`src/hdl/rid_pkg.sv`:
```
`default_nettype none

package rid_pkg;

   localparam int unsigned WORD_W  = 32;
   localparam int unsigned INDEX_W = 7;

   typedef enum logic [2:0] {
      FMT_NONE = 3'd0,
      FMT_R    = 3'd1,
      FMT_R4   = 3'd2,
      FMT_I    = 3'd3,
      FMT_S    = 3'd4,
      FMT_B    = 3'd5,
      FMT_U    = 3'd6,
      FMT_J    = 3'd7
   } format_class_type;

   // Major opcodes.
   localparam logic [6:0] OPC_LOAD      = 7'b0000011;
   localparam logic [6:0] OPC_MISC_MEM  = 7'b0001111;
   localparam logic [6:0] OPC_OP_IMM    = 7'b0010011;
   localparam logic [6:0] OPC_AUIPC     = 7'b0010111;
   localparam logic [6:0] OPC_OP_IMM_32 = 7'b0011011;
   localparam logic [6:0] OPC_STORE     = 7'b0100011;
   localparam logic [6:0] OPC_STORE_FP  = 7'b0100111;
   localparam logic [6:0] OPC_AMO       = 7'b0101111;
   localparam logic [6:0] OPC_OP        = 7'b0110011;
   localparam logic [6:0] OPC_LUI       = 7'b0110111;
   localparam logic [6:0] OPC_OP_32     = 7'b0111011;
   localparam logic [6:0] OPC_MADD      = 7'b1000011;
   localparam logic [6:0] OPC_MSUB      = 7'b1000111;
   localparam logic [6:0] OPC_NMSUB     = 7'b1001011;
   localparam logic [6:0] OPC_NMADD     = 7'b1001111;
   localparam logic [6:0] OPC_OP_FP     = 7'b1010011;
   localparam logic [6:0] OPC_BRANCH    = 7'b1100011;
   localparam logic [6:0] OPC_JALR      = 7'b1100111;
   localparam logic [6:0] OPC_JAL       = 7'b1101111;
   localparam logic [6:0] OPC_SYSTEM    = 7'b1110011;

   // funct7 codes of the integer groups.
   localparam logic [6:0] F7_BASE = 7'b0000000;
   localparam logic [6:0] F7_ALT  = 7'b0100000;
   localparam logic [6:0] F7_MULDIV = 7'b0000001;

   // funct7 codes of the double-precision group.
   localparam logic [6:0] F7_FADD    = 7'h01;
   localparam logic [6:0] F7_FSUB    = 7'h05;
   localparam logic [6:0] F7_FMUL    = 7'h09;
   localparam logic [6:0] F7_FDIV    = 7'h0D;
   localparam logic [6:0] F7_FSQRT   = 7'h2D;
   localparam logic [6:0] F7_FMV_D_X = 7'h79;
   localparam logic [6:0] F7_FCVT_S  = 7'h20;
   localparam logic [6:0] F7_FCVT_D  = 7'h21;
   localparam logic [6:0] F7_FCVT_I  = 7'h61;
   localparam logic [6:0] F7_FCVT_DI = 7'h69;
   localparam logic [6:0] F7_FSGNJ   = 7'h11;
   localparam logic [6:0] F7_FMINMAX = 7'h15;
   localparam logic [6:0] F7_FCMP    = 7'h51;
   localparam logic [6:0] F7_FCLASS  = 7'h71;

   // funct5 codes of the atomic group, in index order.
   localparam logic [4:0] F5_LR      = 5'h02;
   localparam logic [4:0] F5_SC      = 5'h03;
   localparam logic [4:0] F5_SWAP    = 5'h01;
   localparam logic [4:0] F5_ADD     = 5'h00;
   localparam logic [4:0] F5_XOR     = 5'h04;
   localparam logic [4:0] F5_AND     = 5'h0C;
   localparam logic [4:0] F5_OR      = 5'h08;
   localparam logic [4:0] F5_MIN     = 5'h10;
   localparam logic [4:0] F5_MAX     = 5'h14;
   localparam logic [4:0] F5_MINU    = 5'h18;
   localparam logic [4:0] F5_MAXU    = 5'h1C;

   // First operation index of each group.
   localparam logic [6:0] IDX_OP_IMM    = 7'd0;
   localparam logic [6:0] IDX_OP_IMM_32 = 7'd9;
   localparam logic [6:0] IDX_LOAD      = 7'd13;
   localparam logic [6:0] IDX_FP_ARITH  = 7'd20;
   localparam logic [6:0] IDX_FCVT_S    = 7'd26;
   localparam logic [6:0] IDX_FCVT_D    = 7'd28;
   localparam logic [6:0] IDX_FCVT_I    = 7'd30;
   localparam logic [6:0] IDX_FCVT_DI   = 7'd34;
   localparam logic [6:0] IDX_FSGNJ     = 7'd38;
   localparam logic [6:0] IDX_FMINMAX   = 7'd41;
   localparam logic [6:0] IDX_FCMP      = 7'd43;
   localparam logic [6:0] IDX_FCLASS    = 7'd46;
   localparam logic [6:0] IDX_AMO_W     = 7'd48;
   localparam logic [6:0] IDX_AMO_D     = 7'd59;
   localparam logic [6:0] IDX_OP_32     = 7'd70;
   localparam logic [6:0] IDX_STORE     = 7'd98;
   localparam logic [6:0] IDX_STORE_FP  = 7'd102;
   localparam logic [6:0] IDX_BRANCH    = 7'd105;
   localparam logic [6:0] IDX_LUI       = 7'd111;
   localparam logic [6:0] IDX_AUIPC     = 7'd112;
   localparam logic [6:0] IDX_JAL       = 7'd113;

   // First index for each funct3 of the OP group.
   localparam logic [6:0] OP_BASE [8] = '{
      7'd80, 7'd83, 7'd85, 7'd87, 7'd89, 7'd91, 7'd94, 7'd96
   };

endpackage

`default_nettype wire

```
`src/hdl/rv64_instruction_decoder.sv`:
```
`default_nettype none

// Channel   Ports                                               Direction
// request   start, busy, req_instr_word                         in (busy out)
// response  rsp_valid, rsp_op_index, rsp_format_class,          out
//           rsp_illegal
//
// One instruction word is taken in every cycle; busy is always low.
// The word is registered, decoded by one pass of logic and registered again,
// so responses come back in request order.
// A synchronous reset clears both valid flags; the data registers are not reset.
// The response is shown for one cycle and cannot be held off.

module rv64_instruction_decoder (
   input  wire logic                           clock,
   input  wire logic                           reset,
   input  wire logic                           start,
   output logic                                busy,
   input  wire logic [rid_pkg::WORD_W-1:0]     req_instr_word,
   output logic                                rsp_valid,
   output logic [rid_pkg::INDEX_W-1:0]         rsp_op_index,
   output logic [2:0]                          rsp_format_class,
   output logic                                rsp_illegal
);

   logic                           req_valid_ff;
   logic [rid_pkg::WORD_W-1:0]     instr_ff;
   logic                           rsp_valid_ff;
   logic [rid_pkg::INDEX_W-1:0]    op_index_ff;
   logic [rid_pkg::INDEX_W-1:0]    op_index_in;
   rid_pkg::format_class_type      format_ff;
   rid_pkg::format_class_type      format_in;
   logic                           illegal_ff;
   logic                           illegal_in;

   logic [6:0]                     opc;
   logic [2:0]                     f3;
   logic [6:0]                     f7;
   logic [4:0]                     f5;
   logic [4:0]                     rs2;
   logic [rid_pkg::INDEX_W-1:0]    idx;
   logic                           hit;
   logic [rid_pkg::INDEX_W-1:0]    op_base;
   logic [rid_pkg::INDEX_W-1:0]    amo_base;

   assign busy = 1'b0;

   assign opc = instr_ff[6:0];
   assign f3  = instr_ff[14:12];
   assign f7  = instr_ff[31:25];
   assign f5  = instr_ff[31:27];
   assign rs2 = instr_ff[24:20];

   assign op_base  = rid_pkg::OP_BASE[f3];
   assign amo_base = f3[0] ? rid_pkg::IDX_AMO_D : rid_pkg::IDX_AMO_W;

   always_comb begin
      case (opc)
         rid_pkg::OPC_OP_FP, rid_pkg::OPC_OP, rid_pkg::OPC_AMO,
         rid_pkg::OPC_OP_32: format_in = rid_pkg::FMT_R;
         rid_pkg::OPC_MADD, rid_pkg::OPC_MSUB, rid_pkg::OPC_NMSUB,
         rid_pkg::OPC_NMADD: format_in = rid_pkg::FMT_R4;
         rid_pkg::OPC_LOAD, rid_pkg::OPC_MISC_MEM, rid_pkg::OPC_JALR,
         rid_pkg::OPC_OP_IMM, rid_pkg::OPC_OP_IMM_32,
         rid_pkg::OPC_SYSTEM: format_in = rid_pkg::FMT_I;
         rid_pkg::OPC_STORE, rid_pkg::OPC_STORE_FP: format_in = rid_pkg::FMT_S;
         rid_pkg::OPC_BRANCH: format_in = rid_pkg::FMT_B;
         rid_pkg::OPC_AUIPC, rid_pkg::OPC_LUI: format_in = rid_pkg::FMT_U;
         rid_pkg::OPC_JAL: format_in = rid_pkg::FMT_J;
         default: format_in = rid_pkg::FMT_NONE;
      endcase
   end

   // Operation select. Anything that leaves hit low is reported illegal.
   always_comb begin
      idx = '0;
      hit = 1'b0;
      case (opc)
         rid_pkg::OPC_OP_IMM: begin
            hit = 1'b1;
            case (f3)
               3'd0: idx = rid_pkg::IDX_OP_IMM;
               3'd2: idx = rid_pkg::IDX_OP_IMM + 7'd1;
               3'd3: idx = rid_pkg::IDX_OP_IMM + 7'd2;
               3'd4: idx = rid_pkg::IDX_OP_IMM + 7'd3;
               3'd6: idx = rid_pkg::IDX_OP_IMM + 7'd4;
               3'd7: idx = rid_pkg::IDX_OP_IMM + 7'd5;
               3'd1: idx = rid_pkg::IDX_OP_IMM + 7'd6;
               default: begin
                  if (f7 == rid_pkg::F7_BASE) begin
                     idx = rid_pkg::IDX_OP_IMM + 7'd7;
                  end else if (f7 == rid_pkg::F7_ALT) begin
                     idx = rid_pkg::IDX_OP_IMM + 7'd8;
                  end else begin
                     hit = 1'b0;
                  end
               end
            endcase
         end
         rid_pkg::OPC_OP_IMM_32: begin
            if (f3 == 3'd0) begin
               idx = rid_pkg::IDX_OP_IMM_32;
               hit = 1'b1;
            end else if (f3 == 3'd1) begin
               idx = rid_pkg::IDX_OP_IMM_32 + 7'd1;
               hit = 1'b1;
            end else if (f3 == 3'd5 && f7 == rid_pkg::F7_BASE) begin
               idx = rid_pkg::IDX_OP_IMM_32 + 7'd2;
               hit = 1'b1;
            end else if (f3 == 3'd5 && f7 == rid_pkg::F7_ALT) begin
               idx = rid_pkg::IDX_OP_IMM_32 + 7'd3;
               hit = 1'b1;
            end
         end
         rid_pkg::OPC_LOAD: begin
            hit = 1'b1;
            case (f3)
               3'd0: idx = rid_pkg::IDX_LOAD;
               3'd1: idx = rid_pkg::IDX_LOAD + 7'd1;
               3'd2: idx = rid_pkg::IDX_LOAD + 7'd2;
               3'd4: idx = rid_pkg::IDX_LOAD + 7'd3;
               3'd5: idx = rid_pkg::IDX_LOAD + 7'd4;
               3'd6: idx = rid_pkg::IDX_LOAD + 7'd5;
               3'd3: idx = rid_pkg::IDX_LOAD + 7'd6;
               default: hit = 1'b0;
            endcase
         end
         rid_pkg::OPC_OP_FP: begin
            hit = 1'b1;
            case (f7)
               rid_pkg::F7_FADD:    idx = rid_pkg::IDX_FP_ARITH;
               rid_pkg::F7_FSUB:    idx = rid_pkg::IDX_FP_ARITH + 7'd1;
               rid_pkg::F7_FMUL:    idx = rid_pkg::IDX_FP_ARITH + 7'd2;
               rid_pkg::F7_FDIV:    idx = rid_pkg::IDX_FP_ARITH + 7'd3;
               rid_pkg::F7_FSQRT:   idx = rid_pkg::IDX_FP_ARITH + 7'd4;
               rid_pkg::F7_FMV_D_X: idx = rid_pkg::IDX_FP_ARITH + 7'd5;
               rid_pkg::F7_FCVT_S: begin
                  if (rs2 == 5'd1) begin
                     idx = rid_pkg::IDX_FCVT_S;
                  end else if (rs2 == 5'd3) begin
                     idx = rid_pkg::IDX_FCVT_S + 7'd1;
                  end else begin
                     hit = 1'b0;
                  end
               end
               rid_pkg::F7_FCVT_D: begin
                  if (rs2 == 5'd0) begin
                     idx = rid_pkg::IDX_FCVT_D;
                  end else if (rs2 == 5'd3) begin
                     idx = rid_pkg::IDX_FCVT_D + 7'd1;
                  end else begin
                     hit = 1'b0;
                  end
               end
               rid_pkg::F7_FCVT_I: begin
                  idx = rid_pkg::IDX_FCVT_I + {5'd0, rs2[1:0]};
                  hit = (rs2[4:2] == 3'd0);
               end
               rid_pkg::F7_FCVT_DI: begin
                  idx = rid_pkg::IDX_FCVT_DI + {5'd0, rs2[1:0]};
                  hit = (rs2[4:2] == 3'd0);
               end
               rid_pkg::F7_FSGNJ: begin
                  idx = rid_pkg::IDX_FSGNJ + {5'd0, f3[1:0]};
                  hit = (f3 <= 3'd2);
               end
               rid_pkg::F7_FMINMAX: begin
                  idx = rid_pkg::IDX_FMINMAX + {6'd0, f3[0]};
                  hit = (f3 <= 3'd1);
               end
               rid_pkg::F7_FCMP: begin
                  // The compare order is feq, flt, fle for funct3 of 2, 1, 0.
                  case (f3)
                     3'd2: idx = rid_pkg::IDX_FCMP;
                     3'd1: idx = rid_pkg::IDX_FCMP + 7'd1;
                     3'd0: idx = rid_pkg::IDX_FCMP + 7'd2;
                     default: hit = 1'b0;
                  endcase
               end
               rid_pkg::F7_FCLASS: begin
                  case (f3)
                     3'd1: idx = rid_pkg::IDX_FCLASS;
                     3'd0: idx = rid_pkg::IDX_FCLASS + 7'd1;
                     default: hit = 1'b0;
                  endcase
               end
               default: hit = 1'b0;
            endcase
         end
         rid_pkg::OPC_AMO: begin
            hit = (f3 == 3'd2) || (f3 == 3'd3);
            case (f5)
               rid_pkg::F5_LR:   idx = amo_base;
               rid_pkg::F5_SC:   idx = amo_base + 7'd1;
               rid_pkg::F5_SWAP: idx = amo_base + 7'd2;
               rid_pkg::F5_ADD:  idx = amo_base + 7'd3;
               rid_pkg::F5_XOR:  idx = amo_base + 7'd4;
               rid_pkg::F5_AND:  idx = amo_base + 7'd5;
               rid_pkg::F5_OR:   idx = amo_base + 7'd6;
               rid_pkg::F5_MIN:  idx = amo_base + 7'd7;
               rid_pkg::F5_MAX:  idx = amo_base + 7'd8;
               rid_pkg::F5_MINU: idx = amo_base + 7'd9;
               rid_pkg::F5_MAXU: idx = amo_base + 7'd10;
               default: hit = 1'b0;
            endcase
         end
         rid_pkg::OPC_OP_32: begin
            hit = 1'b1;
            case (f3)
               3'd0, 3'd5: begin
                  if (f7 == rid_pkg::F7_BASE) begin
                     idx = rid_pkg::IDX_OP_32;
                  end else if (f7 == rid_pkg::F7_ALT) begin
                     idx = rid_pkg::IDX_OP_32 + 7'd1;
                  end else if (f7 == rid_pkg::F7_MULDIV) begin
                     idx = rid_pkg::IDX_OP_32 + 7'd2;
                  end else begin
                     hit = 1'b0;
                  end
                  if (f3 == 3'd5) begin
                     idx = idx + 7'd3;
                  end
               end
               3'd1: idx = rid_pkg::IDX_OP_32 + 7'd6;
               3'd4: idx = rid_pkg::IDX_OP_32 + 7'd7;
               3'd6: idx = rid_pkg::IDX_OP_32 + 7'd8;
               3'd7: idx = rid_pkg::IDX_OP_32 + 7'd9;
               default: hit = 1'b0;
            endcase
         end
         rid_pkg::OPC_OP: begin
            hit = 1'b1;
            if (f7 == rid_pkg::F7_BASE) begin
               idx = op_base;
            end else if (f7 == rid_pkg::F7_ALT && (f3 == 3'd0 || f3 == 3'd5)) begin
               idx = op_base + 7'd1;
            end else if (f7 == rid_pkg::F7_MULDIV) begin
               // Add and shift-right have a subtract or arithmetic form ahead of M.
               idx = (f3 == 3'd0 || f3 == 3'd5) ? op_base + 7'd2 : op_base + 7'd1;
            end else begin
               hit = 1'b0;
            end
         end
         rid_pkg::OPC_STORE: begin
            idx = rid_pkg::IDX_STORE + {5'd0, f3[1:0]};
            hit = (f3 <= 3'd3);
         end
         rid_pkg::OPC_STORE_FP: begin
            hit = 1'b1;
            case (f3)
               3'd2: idx = rid_pkg::IDX_STORE_FP;
               3'd3: idx = rid_pkg::IDX_STORE_FP + 7'd1;
               3'd4: idx = rid_pkg::IDX_STORE_FP + 7'd2;
               default: hit = 1'b0;
            endcase
         end
         rid_pkg::OPC_BRANCH: begin
            hit = 1'b1;
            case (f3)
               3'd0: idx = rid_pkg::IDX_BRANCH;
               3'd1: idx = rid_pkg::IDX_BRANCH + 7'd1;
               3'd4: idx = rid_pkg::IDX_BRANCH + 7'd2;
               3'd5: idx = rid_pkg::IDX_BRANCH + 7'd3;
               3'd6: idx = rid_pkg::IDX_BRANCH + 7'd4;
               3'd7: idx = rid_pkg::IDX_BRANCH + 7'd5;
               default: hit = 1'b0;
            endcase
         end
         rid_pkg::OPC_LUI: begin
            idx = rid_pkg::IDX_LUI;
            hit = 1'b1;
         end
         rid_pkg::OPC_AUIPC: begin
            idx = rid_pkg::IDX_AUIPC;
            hit = 1'b1;
         end
         rid_pkg::OPC_JAL: begin
            idx = rid_pkg::IDX_JAL;
            hit = 1'b1;
         end
         default: begin
            idx = '0;
            hit = 1'b0;
         end
      endcase
   end

   assign illegal_in  = !hit || (format_in == rid_pkg::FMT_NONE);
   assign op_index_in = illegal_in ? '0 : idx;

   always_ff @(posedge clock) begin
      if (reset) begin
         req_valid_ff <= 1'b0;
         rsp_valid_ff <= 1'b0;
      end else begin
         req_valid_ff <= start && !busy;
         rsp_valid_ff <= req_valid_ff;
      end
   end

   always_ff @(posedge clock) begin
      if (start && !busy) begin
         instr_ff <= req_instr_word;
      end
      op_index_ff <= op_index_in;
      format_ff   <= format_in;
      illegal_ff  <= illegal_in;
   end

   assign rsp_valid        = rsp_valid_ff;
   assign rsp_op_index     = op_index_ff;
   assign rsp_format_class = format_ff;
   assign rsp_illegal      = illegal_ff;

endmodule

`default_nettype wire
```
`config.mk`:
```
export PLATFORM = sky130hd
export DESIGN_NAME = rv64_instruction_decoder
export DESIGN_NICKNAME = d
export VERILOG_FILES = /design/src/hdl/rid_pkg.sv /design/src/hdl/rv64_instruction_decoder.sv
export SDC_FILE = /design/constraint.sdc
export NUM_CORES = 1
export LEC_CHECK = 0
export BUFFER_PORTS_ARGS = -buffer_cell sky130_fd_sc_hd__buf_2
export CELL_PAD_IN_SITES_DETAIL_PLACEMENT = 2
export CELL_PAD_IN_SITES_GLOBAL_PLACEMENT = 2
export CORE_UTILIZATION = 35
export CTS_CLUSTER_SIZE = 16
export DETAILED_ROUTE_END_ITERATION = 16
export PLACE_DENSITY_LB_ADDON = 0.2
export SETUP_SLACK_MARGIN = 0.2
export SLEW_MARGIN = 20
export SYNTH_ARGS = -nofsm -noshare
export SYNTH_HDL_FRONTEND = slang
export SYNTH_SLANG_ARGS = --single-unit
```
`constraint.sdc`:
```
create_clock -name clock -period 3.4 [get_ports clock]
set_input_delay 0.85 -clock clock [delete_from_list [all_inputs] [get_ports clock]]
set_output_delay 0.85 -clock clock [all_outputs]
set_load 0.05 [all_outputs]
```
==> metrics.md <==
| Metric | Value |
|---|---|
| Drt drc | 0 |
| Share of layout cells above drive strength 1 | 18.5% |
| Post-synth top flop | edfxtp_1 |
| Worst setup path category | reg -> reg |
| Most frequent cells in the layout | 36 x buf_2, 35 x nor2_1, 32 x nand2_1, 27 x a21oi_1 |
| Pins Over Slew Limit | 0 |
| Area of the mapped netlist | 3460 sq um |
| Dpl cells | 580 |
| DIE AREA | 10300 sq um |
| Port bufs | 36 |
| First-pass GRT wire length | 20300 um |
| CTS Sinks | 35 |
| H-Tree Level Count | 2 |
| Setup Fix Bufs, Post-CTS | 0 |
| TritonCTS clock tree | built |
| Core area | 9420 sq um |
| Tcrit/Tclk final | 88.4% |
| Seq/Total Area, Yosys | 26.6% |
| Fin. Hold Viols | 0 |
| Status | completed |
| Min Tclk post-route | 3.01 ns |
| Nets | 507 |
| Avg Cell Area, Syn | 8.13 sq um |
| Synthesized flop and latch total | 35 |
| Critical path's largest stage delay | 0.52 ns |
| Req. time, crit path | 3.54 ns |
| Ant. Diodes | 0 |
| RR Endpoint | rsp_op_index[6] |
| Async set or reset register ratio after synthesis | 0% |
| Vias per inst | 6.11 |
| # fillers | 1110 |
| Final setup fails | 0 |
| Hold wc startpoint | req_valid_ff |
| Worst R2R Path Depth | 8 |
| YS warnings | 0 |
| Commonest non-fill, non-tap cell in the layout | buf_2 |
| Cell Rows | 35 |
| Area post-placement | 3810 sq um |
| Worst skew pair latency | 0.30 ns |
| Crit path max-delay family | compound AO/OA/AOI/OAI gates |
| Antenna viol nets, final | 0 |
| Hold Crit Depth | 1 |
| Post-synth EDFFs | 22 |
| Ports | 48 |
| Cell Pwr Density | 311 nW/um^2 |
| Via count | 3594 |
| Worst clock skew | 0.00849 ns |
| F_max | 333 MHz |
| Rel. slew slack | 44.8% |
| Detail Placement HPWL | 9980 um |
| CP arrival | 3.15 ns |
| Layout overhead on the synthesized area | 12.5% |
| Hold_ws | 0.451 ns |
| Fin area | 3900 sq um |
| Setup_tns | 0 ns |
| Max Cap Viol | 0 |
| R2R setup slack | 0.39 ns |
| End of the worst hold path | rsp_valid |
| CP endpoint kind | flop |
| Critical path buffer and inverter count | 1 |
| TritonCTS Buffers | 5 |
| Distinct cells, synth | 80 |
| Final Non-Filler Cells | 588 |
| DRT Pass-1 Iters | 5 |
| Slew at the pin closest to its max-slew limit | 0.820 ns |
| Worst VDD drop | 0.000192 V |
| GP Congestion | 0.921 |
| WL/cell | 21.8 um |
| Reg clk slew, reported paths | 0.07 ns |
| CP Cell Sequence | inv_1 -> ha_1 -> nor3_1 -> a21oi_1 -> o311ai_1 -> o21ai_0 -> a2111oi_4 -> a41oi_1 |
| Worst Path Max Fanout | 13 |
| Unrepaired setup endpoints after global routing | no |
| Critical Path Start Type | flop |
| GR Overflow Total | 0 |
| Clock Tree Buf Depth | 2 |
| Die Width | 101 um |
| DRT iter0 DRCs | 213 |
| Worst Hold Class | reg -> reg |
| Final core utilization | 41.4% |
| Gr usage total | 26.0% |
| Vias in the first global route | 3658 |
| Crit-path slowest cell | a2111oi_4 |
| Largest net degree at the start of global routing | 25 |
| Mapped Nets | 475 |
| CTS Root Cell | clkbuf_8 |
| Leakage Power | 1.44 nW |
| Final wirelength | 12800 um |
| Chip height | 101 um |
| Instance count of the mapped netlist | 426 |
| Starting density of the core | 36.8% |
| Initial antenna violation count | 0 |
| Reg2reg start | instr_ff[13] |
cell usage after synthesis (11+ instances only):
| cell type | number | share of area, % |
|---|---|---|
| nand2b_1 | 14 | 2.5 |
| ha_1 | 13 | 4.7 |
| buf_2 | 11 | 1.6 |
| nand2_1 | 32 | 3.5 |
| nor2b_1 | 13 | 2.3 |
| nor2_1 | 35 | 3.8 |
| nand3_1 | 22 | 3.2 |
| clkbuf_1 | 12 | 1.3 |
| a31oi_1 | 12 | 2.2 |
| dfxtp_1 | 13 | 7.5 |
| inv_1 | 11 | 1.2 |
| a21oi_1 | 27 | 3.9 |
| edfxtp_1 | 22 | 19 |
| o21ai_0 | 21 | 3.0 |
worst register-to-register path, stage by stage (launching register included):
cell and delay, ns:
edfxtp_1 0.43, inv_1 0.17, ha_1 0.42, nor3_1 0.37, a21oi_1 0.11, o311ai_1 0.45, o21ai_0 0.27, a2111oi_4 0.52
a41oi_1 0.12
through the flow:
step	setup WS, ns	power, mW
after global placement	0.514	0.896
final	0.393	1.21
after global routing	0.253	1.27
after CTS	0.362	1.21
after detailed placement	0.432	0.912
after floorplan	0.778	0.783
kinds of logic (layout without fill, tap and decap cells):
family	Yosys count	count (layout)	share of synthesized area, %
AO/OA/AOI/OAI	135	135	27.8
adder cells (fa/ha/maj)	14	14	5.27
other	1	1	0.108
XOR/XNOR	6	6	1.52
buffers and inverters	42	75	5.81
AND/OR/NAND/NOR	187	187	31.0
flip-flops	35	35	26.6
multiplexers	6	6	1.91
metal layers:
layer  track usage [%]  up-vias  part of all wire [%]  routed length [um]
li1                  -     1690                     -                   -
met1              36.1     1783                    47                6070
met2              42.8      104                    47                6020
met3              3.59       17                   4.1                 522
met4              6.02        0                   1.4                 184
met5                 0        -                     0                   0
layout make-up:
cell class | instances | area [sq um] | share of cell area (%)
Tap cell | 129 | 161 | 4.14
Sequential cell | 35 | 921 | 23.6
Clock buffer | 6 | 72.6 | 1.86
Timing Repair Buffer | 56 | 343 | 8.80
Clock inverter | 2 | 13.8 | 0.353
Multi-Input combinational cell | 349 | 2340 | 60.2
Inverter | 11 | 41.3 | 1.06
flip-flops by register name (all words and copies together) (netlist names):
name / cells
instr_ff: 22
req_valid_ff: 1
rsp_format_class: 3
rsp_illegal: 1
rsp_op_index: 7
rsp_valid: 1
what timing repair did:
item | 4_1_cts | 5_1_grt
gates resized for setup | 0 | 1
hold buffers | 0 | 0
setup endpoints to repair | 0 | 5
where the power goes:
group          internal [mW]  switching (mW)
combinational          0.143           0.237
clock                  0.145           0.158
sequential             0.480          0.0478
total                  0.767           0.443
worst max path at each step:
stage	from	to	slack, ns	depth (start not counted)
6_report	instr_ff[13]	rsp_op_index[6]	0.39	8
2_1_floorplan	instr_ff[12]	rsp_op_index[0]	0.78	9
4_1_cts	instr_ff[13]	rsp_op_index[6]	0.36	8
5_1_grt	instr_ff[13]	rsp_op_index[1]	0.25	8
3_3_place_gp	instr_ff[13]	rsp_op_index[6]	0.51	8
3_5_place_dp	instr_ff[13]	rsp_op_index[6]	0.43	8
Note: power is estimated with default switching activity, not from simulation.
